## src/rtl/phpd_pkg.sv

```systemverilog
// ----------------------------------------------------------------------------
// phpd_pkg
// Shared types, constants and the near-zone period table builder for the
// proximity haptic pulse driver.
// ----------------------------------------------------------------------------
package phpd_pkg;

	localparam int CHANNELS_DEF   = 3;
	localparam int NEAR_STEPS_DEF = 256;

	localparam int DIST_W   = 16;
	localparam int LIMIT_W  = 8;
	localparam int GAIN_W   = 9;
	localparam int RANGE_W  = 13;
	localparam int CHAN_W   = 2;
	localparam int TIME_W   = 32;
	localparam int DUTY_W   = 8;
	localparam int ZONE_W   = 3;
	localparam int PERIOD_W = 10;
	localparam int CFG_IDX_W = 3;
	localparam int CFG_W    = 9;
	localparam int DIV_W    = 32;
	localparam int DVS_W    = 16;

	localparam logic [LIMIT_W-1:0]  NO_ECHO_CM = 8'd200;
	localparam logic [DIST_W-1:0]   DIST_RESET = 16'd51200;
	localparam logic [DUTY_W-1:0]   DUTY_FAR   = 8'd130;
	localparam logic [DUTY_W-1:0]   DUTY_MID   = 8'd180;
	localparam logic [DUTY_W-1:0]   DUTY_NEAR  = 8'd220;
	localparam logic [DUTY_W-1:0]   DUTY_CRIT  = 8'd255;
	localparam logic [PERIOD_W-1:0] PERIOD_FAR = 10'd1000;
	localparam logic [PERIOD_W-1:0] PERIOD_MID = 10'd333;
	localparam logic [GAIN_W-1:0]   GAIN_MAX   = 9'd256;
	// reciprocal of 10 in Q0.16, exact for 13-bit ranges
	localparam logic [RANGE_W-1:0]  RECIP_10   = 13'd6554;

	typedef enum logic [CFG_IDX_W-1:0] {
		REG_CRIT = 3'd0,
		REG_NEAR = 3'd1,
		REG_MID  = 3'd2,
		REG_FAR  = 3'd3,
		REG_GAIN = 3'd4
	} phpd_reg_t;

	typedef enum logic [ZONE_W-1:0] {
		ZONE_OFF  = 3'd0,
		ZONE_FAR  = 3'd1,
		ZONE_MID  = 3'd2,
		ZONE_NEAR = 3'd3,
		ZONE_CRIT = 3'd4
	} phpd_zone_t;

	typedef enum logic [3:0] {
		S_IDLE,
		S_RAW,
		S_FILT,
		S_CLASS,
		S_BRANCH,
		S_QWAIT,
		S_ROM,
		S_MDIV,
		S_MWAIT,
		S_DONE
	} phpd_state_t;

	typedef struct packed {
		logic capture;
		logic raw_load;
		logic filt_load;
		logic classify;
		logic div_start;
		logic div_mod;
		logic idx_load;
		logic rom_load;
		logic duty_load;
		logic out_load;
	} phpd_cmd_t;

	typedef struct packed {
		logic bad;
		logic action;
		logic near_div;
		logic pulse;
		logic div_done;
		logic out_free;
	} phpd_sts_t;

	// truncated power of m, capped just above cap
	function automatic logic [63:0] phpd_capped_pow(input logic [63:0] m, input int steps);
		logic [63:0] r;
		logic [63:0] cap;
		r = 64'd1 << 30;
		cap = 64'd3 << 30;
		for (int k = 0; k < steps; k++) begin
			if (r <= cap)
				r = (r * m) >> 30;
		end
		return (r > cap) ? cap + 64'd1 : r;
	endfunction

	// largest Q2.30 step whose power over the table stays at or below three
	function automatic logic [63:0] phpd_near_mult(input int steps);
		logic [63:0] lo;
		logic [63:0] hi;
		logic [63:0] md;
		logic [63:0] cap;
		cap = 64'd3 << 30;
		lo = 64'd1 << 30;
		hi = cap;
		for (int k = 0; k < 40; k++) begin
			if (lo < hi) begin
				md = lo + ((hi - lo + 64'd1) >> 1);
				if (phpd_capped_pow(md, steps) <= cap)
					lo = md;
				else
					hi = md - 64'd1;
			end
		end
		return lo;
	endfunction

	// 250 ms scaled by the inverse power, long division bit by bit
	function automatic logic [PERIOD_W-1:0] phpd_rom_entry(input logic [63:0] m, input int idx);
		logic [63:0] r;
		logic [63:0] q;
		logic [63:0] num;
		logic [64:0] rm;
		r = 64'd1 << 30;
		for (int k = 0; k < idx; k++)
			r = (r * m) >> 30;
		num = 64'd250 << 30;
		q = '0;
		rm = '0;
		for (int b = 63; b >= 0; b--) begin
			rm = {rm[63:0], num[b]};
			if (rm >= {1'b0, r}) begin
				rm = rm - {1'b0, r};
				q[b] = 1'b1;
			end
		end
		return q[PERIOD_W-1:0];
	endfunction

endpackage

```

## src/rtl/phpd_div.sv

```systemverilog
// ----------------------------------------------------------------------------
// phpd_div
// Shared restoring divider, one quotient bit per cycle.
// ----------------------------------------------------------------------------
module phpd_div
	import phpd_pkg::*;
(
	input  logic             clk,
	input  logic             arst_n,
	input  logic             start,
	input  logic [DIV_W-1:0] dividend,
	input  logic [DVS_W-1:0] divisor,
	output logic             done,
	output logic [DIV_W-1:0] quot,
	output logic [DVS_W-1:0] rem
);

	localparam int CNT_W = $clog2(DIV_W);

	logic             busy_q;
	logic             done_q;
	logic [CNT_W-1:0] cnt_q;
	logic [DIV_W-1:0] quot_q;
	logic [DVS_W-1:0] rem_q;
	logic [DVS_W-1:0] dvs_q;
	logic [DVS_W:0]   shifted;
	logic             fits;
	logic [DVS_W:0]   diff;

	assign shifted = {rem_q, quot_q[DIV_W-1]};
	assign fits    = shifted >= {1'b0, dvs_q};
	assign diff    = shifted - {1'b0, dvs_q};

	always_ff @(posedge clk or negedge arst_n) begin
		if (!arst_n) begin
			busy_q <= 1'b0;
			done_q <= 1'b0;
			cnt_q  <= '0;
		end else begin
			done_q <= 1'b0;
			if (start) begin
				busy_q <= 1'b1;
				cnt_q  <= '0;
			end else if (busy_q) begin
				cnt_q <= cnt_q + 1'b1;
				if (cnt_q == CNT_W'(DIV_W - 1)) begin
					busy_q <= 1'b0;
					done_q <= 1'b1;
				end
			end
		end
	end

	always_ff @(posedge clk) begin
		if (start) begin
			quot_q <= dividend;
			rem_q  <= '0;
			dvs_q  <= divisor;
		end else if (busy_q) begin
			quot_q <= {quot_q[DIV_W-2:0], fits};
			rem_q  <= fits ? diff[DVS_W-1:0] : shifted[DVS_W-1:0];
		end
	end

	assign done = done_q;
	assign quot = quot_q;
	assign rem  = rem_q;

endmodule

```

## src/rtl/phpd_ctrl.sv

```systemverilog
// ----------------------------------------------------------------------------
// phpd_ctrl
// Sequencer: steps one item through filter, classification and divisions.
// ----------------------------------------------------------------------------
module phpd_ctrl
	import phpd_pkg::*;
(
	input  logic      clk,
	input  logic      arst_n,
	input  logic      in_valid,
	output logic      in_ready,
	input  phpd_sts_t sts,
	output phpd_cmd_t cmd
);

	phpd_state_t state_q, state_d;

	always_ff @(posedge clk or negedge arst_n) begin
		if (!arst_n)
			state_q <= S_IDLE;
		else
			state_q <= state_d;
	end

	always_comb begin
		state_d  = state_q;
		cmd      = '0;
		in_ready = 1'b0;
		unique case (state_q)
			S_IDLE: begin
				in_ready = 1'b1;
				if (in_valid) begin
					cmd.capture = 1'b1;
					state_d = S_RAW;
				end
			end
			S_RAW: begin
				priority if (sts.bad)
					state_d = S_DONE;
				else if (sts.action) begin
					cmd.raw_load = 1'b1;
					state_d = S_FILT;
				end else
					state_d = S_CLASS;
			end
			S_FILT: begin
				cmd.filt_load = 1'b1;
				state_d = S_CLASS;
			end
			S_CLASS: begin
				cmd.classify = 1'b1;
				state_d = S_BRANCH;
			end
			S_BRANCH: begin
				priority if (sts.near_div) begin
					cmd.div_start = 1'b1;
					state_d = S_QWAIT;
				end else if (sts.pulse) begin
					cmd.div_start = 1'b1;
					cmd.div_mod = 1'b1;
					state_d = S_MWAIT;
				end else
					state_d = S_DONE;
			end
			S_QWAIT: begin
				if (sts.div_done) begin
					cmd.idx_load = 1'b1;
					state_d = S_ROM;
				end
			end
			S_ROM: begin
				cmd.rom_load = 1'b1;
				state_d = S_MDIV;
			end
			S_MDIV: begin
				cmd.div_start = 1'b1;
				cmd.div_mod = 1'b1;
				state_d = S_MWAIT;
			end
			S_MWAIT: begin
				if (sts.div_done) begin
					cmd.duty_load = 1'b1;
					state_d = S_DONE;
				end
			end
			S_DONE: begin
				if (sts.out_free) begin
					cmd.out_load = 1'b1;
					state_d = S_IDLE;
				end
			end
			default: state_d = S_IDLE;
		endcase
	end

endmodule

```

## src/rtl/phpd_dp.sv

```systemverilog
// ----------------------------------------------------------------------------
// phpd_dp
// Datapath: config registers, per-channel filter state, zone logic, period
// table, shared divider and the output register.
// ----------------------------------------------------------------------------
module phpd_dp
	import phpd_pkg::*;
#(
	parameter int CHANNELS         = CHANNELS_DEF,
	parameter int NEAR_TABLE_STEPS = NEAR_STEPS_DEF
) (
	input  logic                 clk,
	input  logic                 arst_n,
	input  logic                 cfg_we,
	input  logic [CFG_IDX_W-1:0] cfg_index,
	input  logic [CFG_W-1:0]     cfg_data,
	input  logic                 action,
	input  logic [CHAN_W-1:0]    channel,
	input  logic [RANGE_W-1:0]   range_mm,
	input  logic                 out_of_range,
	input  logic                 sensor_ok,
	input  logic [TIME_W-1:0]    time_ms,
	input  logic                 out_ready,
	output logic                 out_valid,
	output logic [DUTY_W-1:0]    duty,
	output logic [ZONE_W-1:0]    zone,
	output logic [LIMIT_W-1:0]   filtered_cm,
	input  phpd_cmd_t            cmd,
	output phpd_sts_t            sts
);

	localparam int CH_W  = (CHANNELS > 1) ? $clog2(CHANNELS) : 1;
	localparam int IDX_W = $clog2(NEAR_TABLE_STEPS + 1);
	localparam logic [63:0] NEAR_MULT = phpd_near_mult(NEAR_TABLE_STEPS);

	// config
	logic [LIMIT_W-1:0] crit_q, near_q, mid_q, far_q;
	logic [GAIN_W-1:0]  gain_q;

	always_ff @(posedge clk or negedge arst_n) begin
		if (!arst_n) begin
			crit_q <= 8'd10;
			near_q <= 8'd25;
			mid_q  <= 8'd50;
			far_q  <= 8'd100;
			gain_q <= 9'd102;
		end else if (cfg_we) begin
			case (cfg_index)
				REG_CRIT: crit_q <= cfg_data[LIMIT_W-1:0];
				REG_NEAR: near_q <= cfg_data[LIMIT_W-1:0];
				REG_MID:  mid_q  <= cfg_data[LIMIT_W-1:0];
				REG_FAR:  far_q  <= cfg_data[LIMIT_W-1:0];
				REG_GAIN: gain_q <= cfg_data;
				default: ;
			endcase
		end
	end

	// period table, constant
	logic [PERIOD_W-1:0] rom_w [NEAR_TABLE_STEPS+1];
	for (genvar k = 0; k <= NEAR_TABLE_STEPS; k++) begin : g_rom
		localparam logic [PERIOD_W-1:0] ENTRY = phpd_rom_entry(NEAR_MULT, k);
		assign rom_w[k] = ENTRY;
	end

	// captured item
	logic                action_q, bad_q, oor_q, ok_q;
	logic [CH_W-1:0]     ch_q;
	logic [RANGE_W-1:0]  range_q;
	logic [TIME_W-1:0]   time_q;
	logic [DIST_W-1:0]   dist_q [CHANNELS];
	logic [DIST_W-1:0]   d_q;
	logic [LIMIT_W-1:0]  raw_q;
	logic [ZONE_W-1:0]   zone_q;
	logic [DUTY_W-1:0]   level_q, duty_q;
	logic [PERIOD_W-1:0] period_q;
	logic                near_div_q, pulse_q;
	logic [DIV_W-1:0]    num_q;
	logic [DVS_W-1:0]    den_q;
	logic [IDX_W-1:0]    idx_q;
	logic                out_valid_q;
	logic [DUTY_W-1:0]   duty_o_q;
	logic [ZONE_W-1:0]   zone_o_q;
	logic [LIMIT_W-1:0]  fcm_o_q;

	logic chan_bad;
	assign chan_bad = 32'(channel) >= CHANNELS;

	// range to cm by reciprocal multiply
	logic [2*RANGE_W-1:0] range_prod;
	logic [RANGE_W-1:0]   range_cm;
	logic [LIMIT_W-1:0]   raw_d;
	assign range_prod = range_q * RECIP_10;
	assign range_cm   = RANGE_W'(range_prod[2*RANGE_W-1:16]);
	assign raw_d = (!ok_q || oor_q) ? NO_ECHO_CM :
		((range_cm > RANGE_W'(NO_ECHO_CM)) ? NO_ECHO_CM : range_cm[LIMIT_W-1:0]);

	// filter update, arithmetic shift floors the step
	logic [GAIN_W-1:0]   g;
	logic signed [17:0]  fdiff;
	logic signed [27:0]  fprod;
	logic signed [19:0]  fdelta;
	logic signed [19:0]  fsum;
	logic [DIST_W-1:0]   d_new;
	assign g      = (gain_q > GAIN_MAX) ? GAIN_MAX : gain_q;
	assign fdiff  = $signed({2'b00, raw_q, 8'h00}) - $signed({2'b00, d_q});
	assign fprod  = $signed({1'b0, g}) * fdiff;
	assign fdelta = 20'(fprod >>> 8);
	assign fsum   = $signed({4'h0, d_q}) + fdelta;
	assign d_new  = fsum[19] ? '0 : (|fsum[18:16] ? '1 : fsum[DIST_W-1:0]);

	// zone limits in Q8.8
	logic [DIST_W-1:0] crit_l, near_l, mid_l, far_l;
	logic [DIST_W-1:0] near_span;
	assign crit_l = {crit_q, 8'h00};
	assign near_l = {near_q, 8'h00};
	assign mid_l  = {mid_q, 8'h00};
	assign far_l  = {far_q, 8'h00};
	assign near_span = near_l - d_q;

	logic [DIV_W-1:0] div_a;
	logic [DVS_W-1:0] div_b;
	logic             div_done;
	logic [DIV_W-1:0] div_quot;
	logic [DVS_W-1:0] div_rem;

	assign div_a = cmd.div_mod ? time_q : num_q;
	assign div_b = cmd.div_mod ? DVS_W'(period_q) : den_q;

	phpd_div u_div (
		.clk      (clk),
		.arst_n   (arst_n),
		.start    (cmd.div_start),
		.dividend (div_a),
		.divisor  (div_b),
		.done     (div_done),
		.quot     (div_quot),
		.rem      (div_rem)
	);

	always_ff @(posedge clk or negedge arst_n) begin
		if (!arst_n) begin
			for (int c = 0; c < CHANNELS; c++)
				dist_q[c] <= DIST_RESET;
		end else if (cmd.filt_load) begin
			dist_q[ch_q] <= d_new;
		end
	end

	always_ff @(posedge clk) begin
		if (cmd.capture) begin
			action_q <= action;
			bad_q    <= chan_bad;
			ch_q     <= CH_W'(channel);
			range_q  <= range_mm;
			oor_q    <= out_of_range;
			ok_q     <= sensor_ok;
			time_q   <= time_ms;
			d_q      <= chan_bad ? '0 : dist_q[CH_W'(channel)];
			zone_q   <= ZONE_OFF;
			duty_q   <= '0;
		end
		if (cmd.raw_load)
			raw_q <= raw_d;
		if (cmd.filt_load)
			d_q <= d_new;
		if (cmd.classify) begin
			near_div_q <= 1'b0;
			pulse_q    <= 1'b0;
			level_q    <= '0;
			duty_q     <= '0;
			period_q   <= rom_w[NEAR_TABLE_STEPS];
			num_q      <= DIV_W'(near_span) * DIV_W'(NEAR_TABLE_STEPS);
			den_q      <= {near_q - crit_q, 8'h00};
			priority if (d_q >= far_l)
				zone_q <= ZONE_OFF;
			else if (d_q <= crit_l) begin
				zone_q <= ZONE_CRIT;
				duty_q <= DUTY_CRIT;
			end else if (d_q <= near_l) begin
				zone_q  <= ZONE_NEAR;
				level_q <= DUTY_NEAR;
				pulse_q <= 1'b1;
				near_div_q <= near_q > crit_q;
			end else if (d_q <= mid_l) begin
				zone_q   <= ZONE_MID;
				level_q  <= DUTY_MID;
				period_q <= PERIOD_MID;
				pulse_q  <= 1'b1;
			end else begin
				zone_q   <= ZONE_FAR;
				level_q  <= DUTY_FAR;
				period_q <= PERIOD_FAR;
				pulse_q  <= 1'b1;
			end
		end
		if (cmd.idx_load)
			idx_q <= (div_quot > DIV_W'(NEAR_TABLE_STEPS)) ?
				IDX_W'(NEAR_TABLE_STEPS) : div_quot[IDX_W-1:0];
		if (cmd.rom_load)
			period_q <= rom_w[idx_q];
		if (cmd.duty_load)
			duty_q <= (div_rem < DVS_W'(period_q >> 1)) ? level_q : '0;
		if (cmd.out_load) begin
			duty_o_q <= duty_q;
			zone_o_q <= zone_q;
			fcm_o_q  <= d_q[DIST_W-1:8];
		end
	end

	always_ff @(posedge clk or negedge arst_n) begin
		if (!arst_n)
			out_valid_q <= 1'b0;
		else if (cmd.out_load)
			out_valid_q <= 1'b1;
		else if (out_ready)
			out_valid_q <= 1'b0;
	end

	assign sts.bad      = bad_q;
	assign sts.action   = action_q;
	assign sts.near_div = near_div_q;
	assign sts.pulse    = pulse_q;
	assign sts.div_done = div_done;
	assign sts.out_free = !out_valid_q || out_ready;

	assign out_valid   = out_valid_q;
	assign duty        = duty_o_q;
	assign zone        = zone_o_q;
	assign filtered_cm = fcm_o_q;

endmodule

```

## src/rtl/proximity_haptic_pulse_driver.sv

```systemverilog
// ----------------------------------------------------------------------------
// proximity_haptic_pulse_driver
// Per-channel distance filter and pulsed vibration duty generator.
// ----------------------------------------------------------------------------
// Input beats (in_valid/in_ready) carry one channel's range sample or time
// tick; each produces exactly one output beat (out_valid/out_ready) with the
// duty, the zone and the filtered distance in whole cm.
// Items are handled one at a time. A sample beat in the far or mid zone has
// its result loaded after one pass of the 32-step shared divider for time
// mod period, and in the near zone after two passes, where the same divider
// first finds the table position and then the remainder. Off and critical
// results skip the divider. A tick beat skips the filter state, and a bad
// channel number goes straight to the result. The next beat is accepted the
// cycle after the result loads.
// Finished results sit in an output register, so the next beat is accepted
// while the previous result still waits; if the receiver stalls, the block
// holds its next result until the register frees.
// Reset sets the limits to 10/25/50/100 cm, the gain to 102 and all filtered
// distances to 200 cm. Configuration writes take effect at once; the user
// must make them while no beat is in flight, which the block does not enforce.
// ----------------------------------------------------------------------------
module proximity_haptic_pulse_driver
	import phpd_pkg::*;
#(
	parameter int CHANNELS         = CHANNELS_DEF,
	parameter int NEAR_TABLE_STEPS = NEAR_STEPS_DEF
) (
	input  logic                 clk,
	input  logic                 arst_n,
	input  logic                 cfg_we,
	input  logic [CFG_IDX_W-1:0] cfg_index,
	input  logic [CFG_W-1:0]     cfg_data,
	input  logic                 in_valid,
	output logic                 in_ready,
	input  logic                 action,
	input  logic [CHAN_W-1:0]    channel,
	input  logic [RANGE_W-1:0]   range_mm,
	input  logic                 out_of_range,
	input  logic                 sensor_ok,
	input  logic [TIME_W-1:0]    time_ms,
	output logic                 out_valid,
	input  logic                 out_ready,
	output logic [DUTY_W-1:0]    duty,
	output logic [ZONE_W-1:0]    zone,
	output logic [LIMIT_W-1:0]   filtered_cm
);

	phpd_cmd_t cmd;
	phpd_sts_t sts;

	phpd_ctrl u_ctrl (
		.clk      (clk),
		.arst_n   (arst_n),
		.in_valid (in_valid),
		.in_ready (in_ready),
		.sts      (sts),
		.cmd      (cmd)
	);

	phpd_dp #(
		.CHANNELS         (CHANNELS),
		.NEAR_TABLE_STEPS (NEAR_TABLE_STEPS)
	) u_dp (
		.clk          (clk),
		.arst_n       (arst_n),
		.cfg_we       (cfg_we),
		.cfg_index    (cfg_index),
		.cfg_data     (cfg_data),
		.action       (action),
		.channel      (channel),
		.range_mm     (range_mm),
		.out_of_range (out_of_range),
		.sensor_ok    (sensor_ok),
		.time_ms      (time_ms),
		.out_ready    (out_ready),
		.out_valid    (out_valid),
		.duty         (duty),
		.zone         (zone),
		.filtered_cm  (filtered_cm),
		.cmd          (cmd),
		.sts          (sts)
	);

endmodule

```

## config.mk

```make
export PLATFORM = sky130hd
export DESIGN_NAME = proximity_haptic_pulse_driver
export DESIGN_NICKNAME = d
export VERILOG_FILES = /design/src/rtl/phpd_pkg.sv /design/src/rtl/phpd_div.sv /design/src/rtl/phpd_ctrl.sv /design/src/rtl/phpd_dp.sv /design/src/rtl/proximity_haptic_pulse_driver.sv
export SDC_FILE = /design/constraint.sdc
export NUM_CORES = 1
export LEC_CHECK = 0
export ABC_AREA = 1
export BUFFER_PORTS_ARGS = -buffer_cell sky130_fd_sc_hd__buf_2
export CAP_MARGIN = 20
export CORE_AREA = 2 2 207 209
export CTS_CLUSTER_SIZE = 12
export DETAILED_ROUTE_END_ITERATION = 16
export DIE_AREA = 0 0 209 211
export PLACE_DENSITY = 0.9
export SYNTH_ARGS = -nofsm -noshare
export SYNTH_HDL_FRONTEND = slang
export SYNTH_HIERARCHICAL = 1
export SYNTH_SLANG_ARGS = --single-unit
export TNS_END_PERCENT = 50
```

## constraint.sdc

```tcl
create_clock -name clk -period 20.5 [get_ports clk]
set_input_delay 2.05 -clock clk [delete_from_list [all_inputs] [get_ports clk]]
set_output_delay 2.05 -clock clk [all_outputs]
set_load 0.01 [all_outputs]
```

==> results.md <==
* ANT nets after route at 0
* Worst Setup SP: u_dp/d_q[0]
* Gr busiest metal: met2
* Sequential cell area at 8853 µm²
* FF-to-FF setup slack at 11.12 ns
* Met3 GRT Util at 0.05412
* Die Y-Extent at 211 µm
* Largest net degree at the start of global routing at 82
* Post-synthesis instance area at 26,790 µm²
* TritonCTS Buffers at 36
* Synth Warn # at 6
* Final global-route overflow total at 0
* Post-CTS setup buffer count at 0
* Slowest cell delay on critical path at 0.58 ns
* H-tree depth at 2
* Asr flop ratio synth at 0.3196
* Rows at 75
* Largest family of logic cells by synthesized area: adder cells
* CP endpoint kind: flop
* Total GRT Usage at 0.3071
* Vias post-DR at 22.04k
* Drt first-iter violations at 2,361
* Reg2Reg Depth at 40
* # resized after CTS at 0
* Max-cap violations at 0
* Max-slew headroom at 0.2906
* Post-synthesis sequential area ratio at 0.3305
* Mux cell area share after synthesis at 0.006726
* Critical-path maximum fanout at 64
* Synth Area per Inst at 8.466 µm²
* RSZ-0062 raised after global routing: false
* Die area at 44,100 µm²
* Xor and xnor area share after synthesis at 0.02415
* Fin Setup TNS at 0 ns
* IO Pins at 88
* Synth Net Count at 3,658
* First-pass GRT wire length at 109,000 µm
* Buffers on Ports at 87
* Ys flop type: edfxtp_1
* Area contributors post-synth: edfxtp_1 (22%), fa_1 (13%), ha_1 (12%)
* Simple-gate share of the synthesized area at 0.2211
* Hold-fix buffers, CTS at 0
* Critical path destination: u_dp/d_q[7]
* Fill count at 3,082
* CP Data Arrival Time at 9.65 ns
* Ant. Diodes at 0
* Layout cell share with drive strength beyond 1 at 0.08756
* Most Frequent Cell on Critical Path: inv_1
* CTS Buffer Depth at 3
* WS Path Type: flop to flop
* Commonest non-fill, non-tap cells in the layout: nand2_1 (775), inv_1 (540), ha_1 (253), nor2_1 (236), edfxtp_1 (199)
* Final WL at 66,790 µm
* Synthesis-to-layout area growth at 7.768%
* GRT met1 Usage at 0.3912
* Tightest Pin Transition at 1.063 ns
* DRT Pass-1 Iters at 8
* Worst min path class: flop to flop
* Cells after Synth at 3,164
* Synth Area in Compound Gates at 0.07702
* Slowest CP cell: fa_1
* Clk_lat worst skew at 0.54 ns
* Most common cell after layout, fill and taps aside: nand2_1
* Yosys top cell by area: edfxtp_1
* Worst clock skew at 0.02025 ns
* Final worst-path cycle share at 0.4577
* Number of global-route vias before repair at 22.08k
* Clock-pin transition on the worst setup and hold timing paths at 0.06 ns
* Antenna violations before repair at 0
* CTS sink count at 316
* Reg2reg end: u_dp/d_q[7]
* DR DRC count at 0
* Max-slew violations at 0
* Die W at 209 µm
* Yosys cell types at 63
* Met2 GRT Util at 0.5138
* WL/cell at 17.60 µm
* Placer Congestion at 0.9708
* Final hold violations at 0
* # nets final at 3,721
* Fraction of the mapped netlist area in adder cells at 0.2482
* Reg2Reg Launch Point: u_dp/d_q[0]
* Core area at 41,760 µm²
* FF+latch count, synth at 316
* Status: completed
* CP Launch Type: flop
* WP data required at 20.77 ns
* Post-synth top area share at 0.2231
* Post-DP HPWL at 49,530 µm
* Initial Utilization at 0.6415
* TritonCTS clock tree: done
* Vias per cell at 5.809
* Setup-failing EPs final at 0
* Root Buffer Master: clkbuf_16
* Count of flip-flops with a built-in enable after synthesis at 199
* Min cycle time layout at 9.383 ns
* Maximum clock rate at 0.1066 GHz
* Multi-input logic area at 15,490 µm²
[through the flow]
step | area (µm²) | utilization | setup WS (ns) | instances | hold slack, ns
after floorplan | 26790 | - | 12.42 | 3164 | 0.4003
after global placement | 27650 | 0.6620 | 11.53 | 3726 | 0.4014
after detailed placement | 27650 | 0.6620 | 11.30 | 3726 | 0.4045
after CTS | 28840 | 0.6905 | 11.22 | 3792 | 0.4187
after global routing | 28870 | 0.6913 | 10.53 | 3794 | 0.4315
final | 28870 | 0.6913 | 11.12 | 3794 | 0.4194
[critical path: cells and delay by family, from the launching register on]
| family | cells | cell delay [ns] |
|---|---|---|
| xor gates and xnor gates | 2 | 0.71 |
| and+or+nand+nor | 13 | 2.19 |
| DFF | 1 | 0.54 |
| adders and majority gates | 8 | 3.49 |
| buffers and inverters | 8 | 0.65 |
| AOI/OAI and AO/OA | 9 | 1.48 |
[registers in the layout (all words and copies together), names as in the netlist, 5 cells and up]
name,flops
u_dp/range_q,13
u_dp/near_q,8
u_dp/period_q,10
u_dp/duty,6
u_dp/crit_q,8
u_dp/dist_q,48
u_dp/mid_q,8
u_dp/far_q,8
u_dp/filtered_cm,8
u_dp/gain_q,9
u_dp/d_q,16
u_dp/u_div/cnt_q,5
u_dp/raw_q,8
u_dp/time_q,32
u_dp/idx_q,9
u_dp/duty_q,6
u_dp/u_div/dvs_q,16
u_dp/den_q,8
u_dp/u_div/quot,32
u_dp/num_q,16
u_dp/level_q,5
u_dp/u_div/rem,16
[synth_stat cells (12+ instances only)]
master and instances:
a21oi_1 134, clkbuf_1 52, dfrtp_1 77, dfstp_2 24, dfxtp_1 16, edfxtp_1 199
fa_1 174, ha_1 253, inv_1 540, inv_2 14, mux2_2 16, nand2_1 776
nand2_2 18, nand3_1 180, nand4_1 17, nand4_4 12, nor2_1 237, nor3_1 35
o211ai_1 26, o21ai_0 123, xnor2_1 36, xor2_1 36
[cell families after synthesis]
kind of cell,Yosys count
and+or+nand+nor,1338
AOI/OAI and AO/OA,360
buffers and inverters,634
xor gates and xnor gates,73
muxes,16
adders and majority gates,427
DFF,316
[layer usage]
layer	part of all wire	wire (µm)	vias to the layer above
li1	-	-	10330
met1	0.40	26580	10440
met2	0.47	31520	1076
met3	0.084	5582	191
met4	0.046	3102	0
met5	0	0	-
[cell type report]
type | count | area share
repair buffers | 101 | 0.01942
inverters | 558 | 0.07256
clock buffers | 53 | 0.03671
flip-flops and latches | 316 | 0.3067
well taps | 539 | 0.02336
clock inverters | 13 | 0.004508
multi-input cells | 2214 | 0.5368
[worst min-delay path by stage]
stage	startpoint	end	slack (ns)	cells after the start
6_report	u_dp/zone_q[0]	u_dp/zone[0]	0.42	0
5_1_grt	u_dp/duty_q[1]	u_dp/duty[1]	0.43	0
4_1_cts	u_dp/zone_q[0]	u_dp/zone[0]	0.42	0
3_5_place_dp	u_dp/zone_q[0]	u_dp/zone[0]	0.40	0
3_3_place_gp	u_dp/duty_q[1]	u_dp/duty[1]	0.40	0
2_1_floorplan	u_dp/duty_q[0]	u_dp/duty[0]	0.40	0
Power is not shown: default switching activity piles up to over one toggle a cycle in this logic, so the estimate is an artifact.
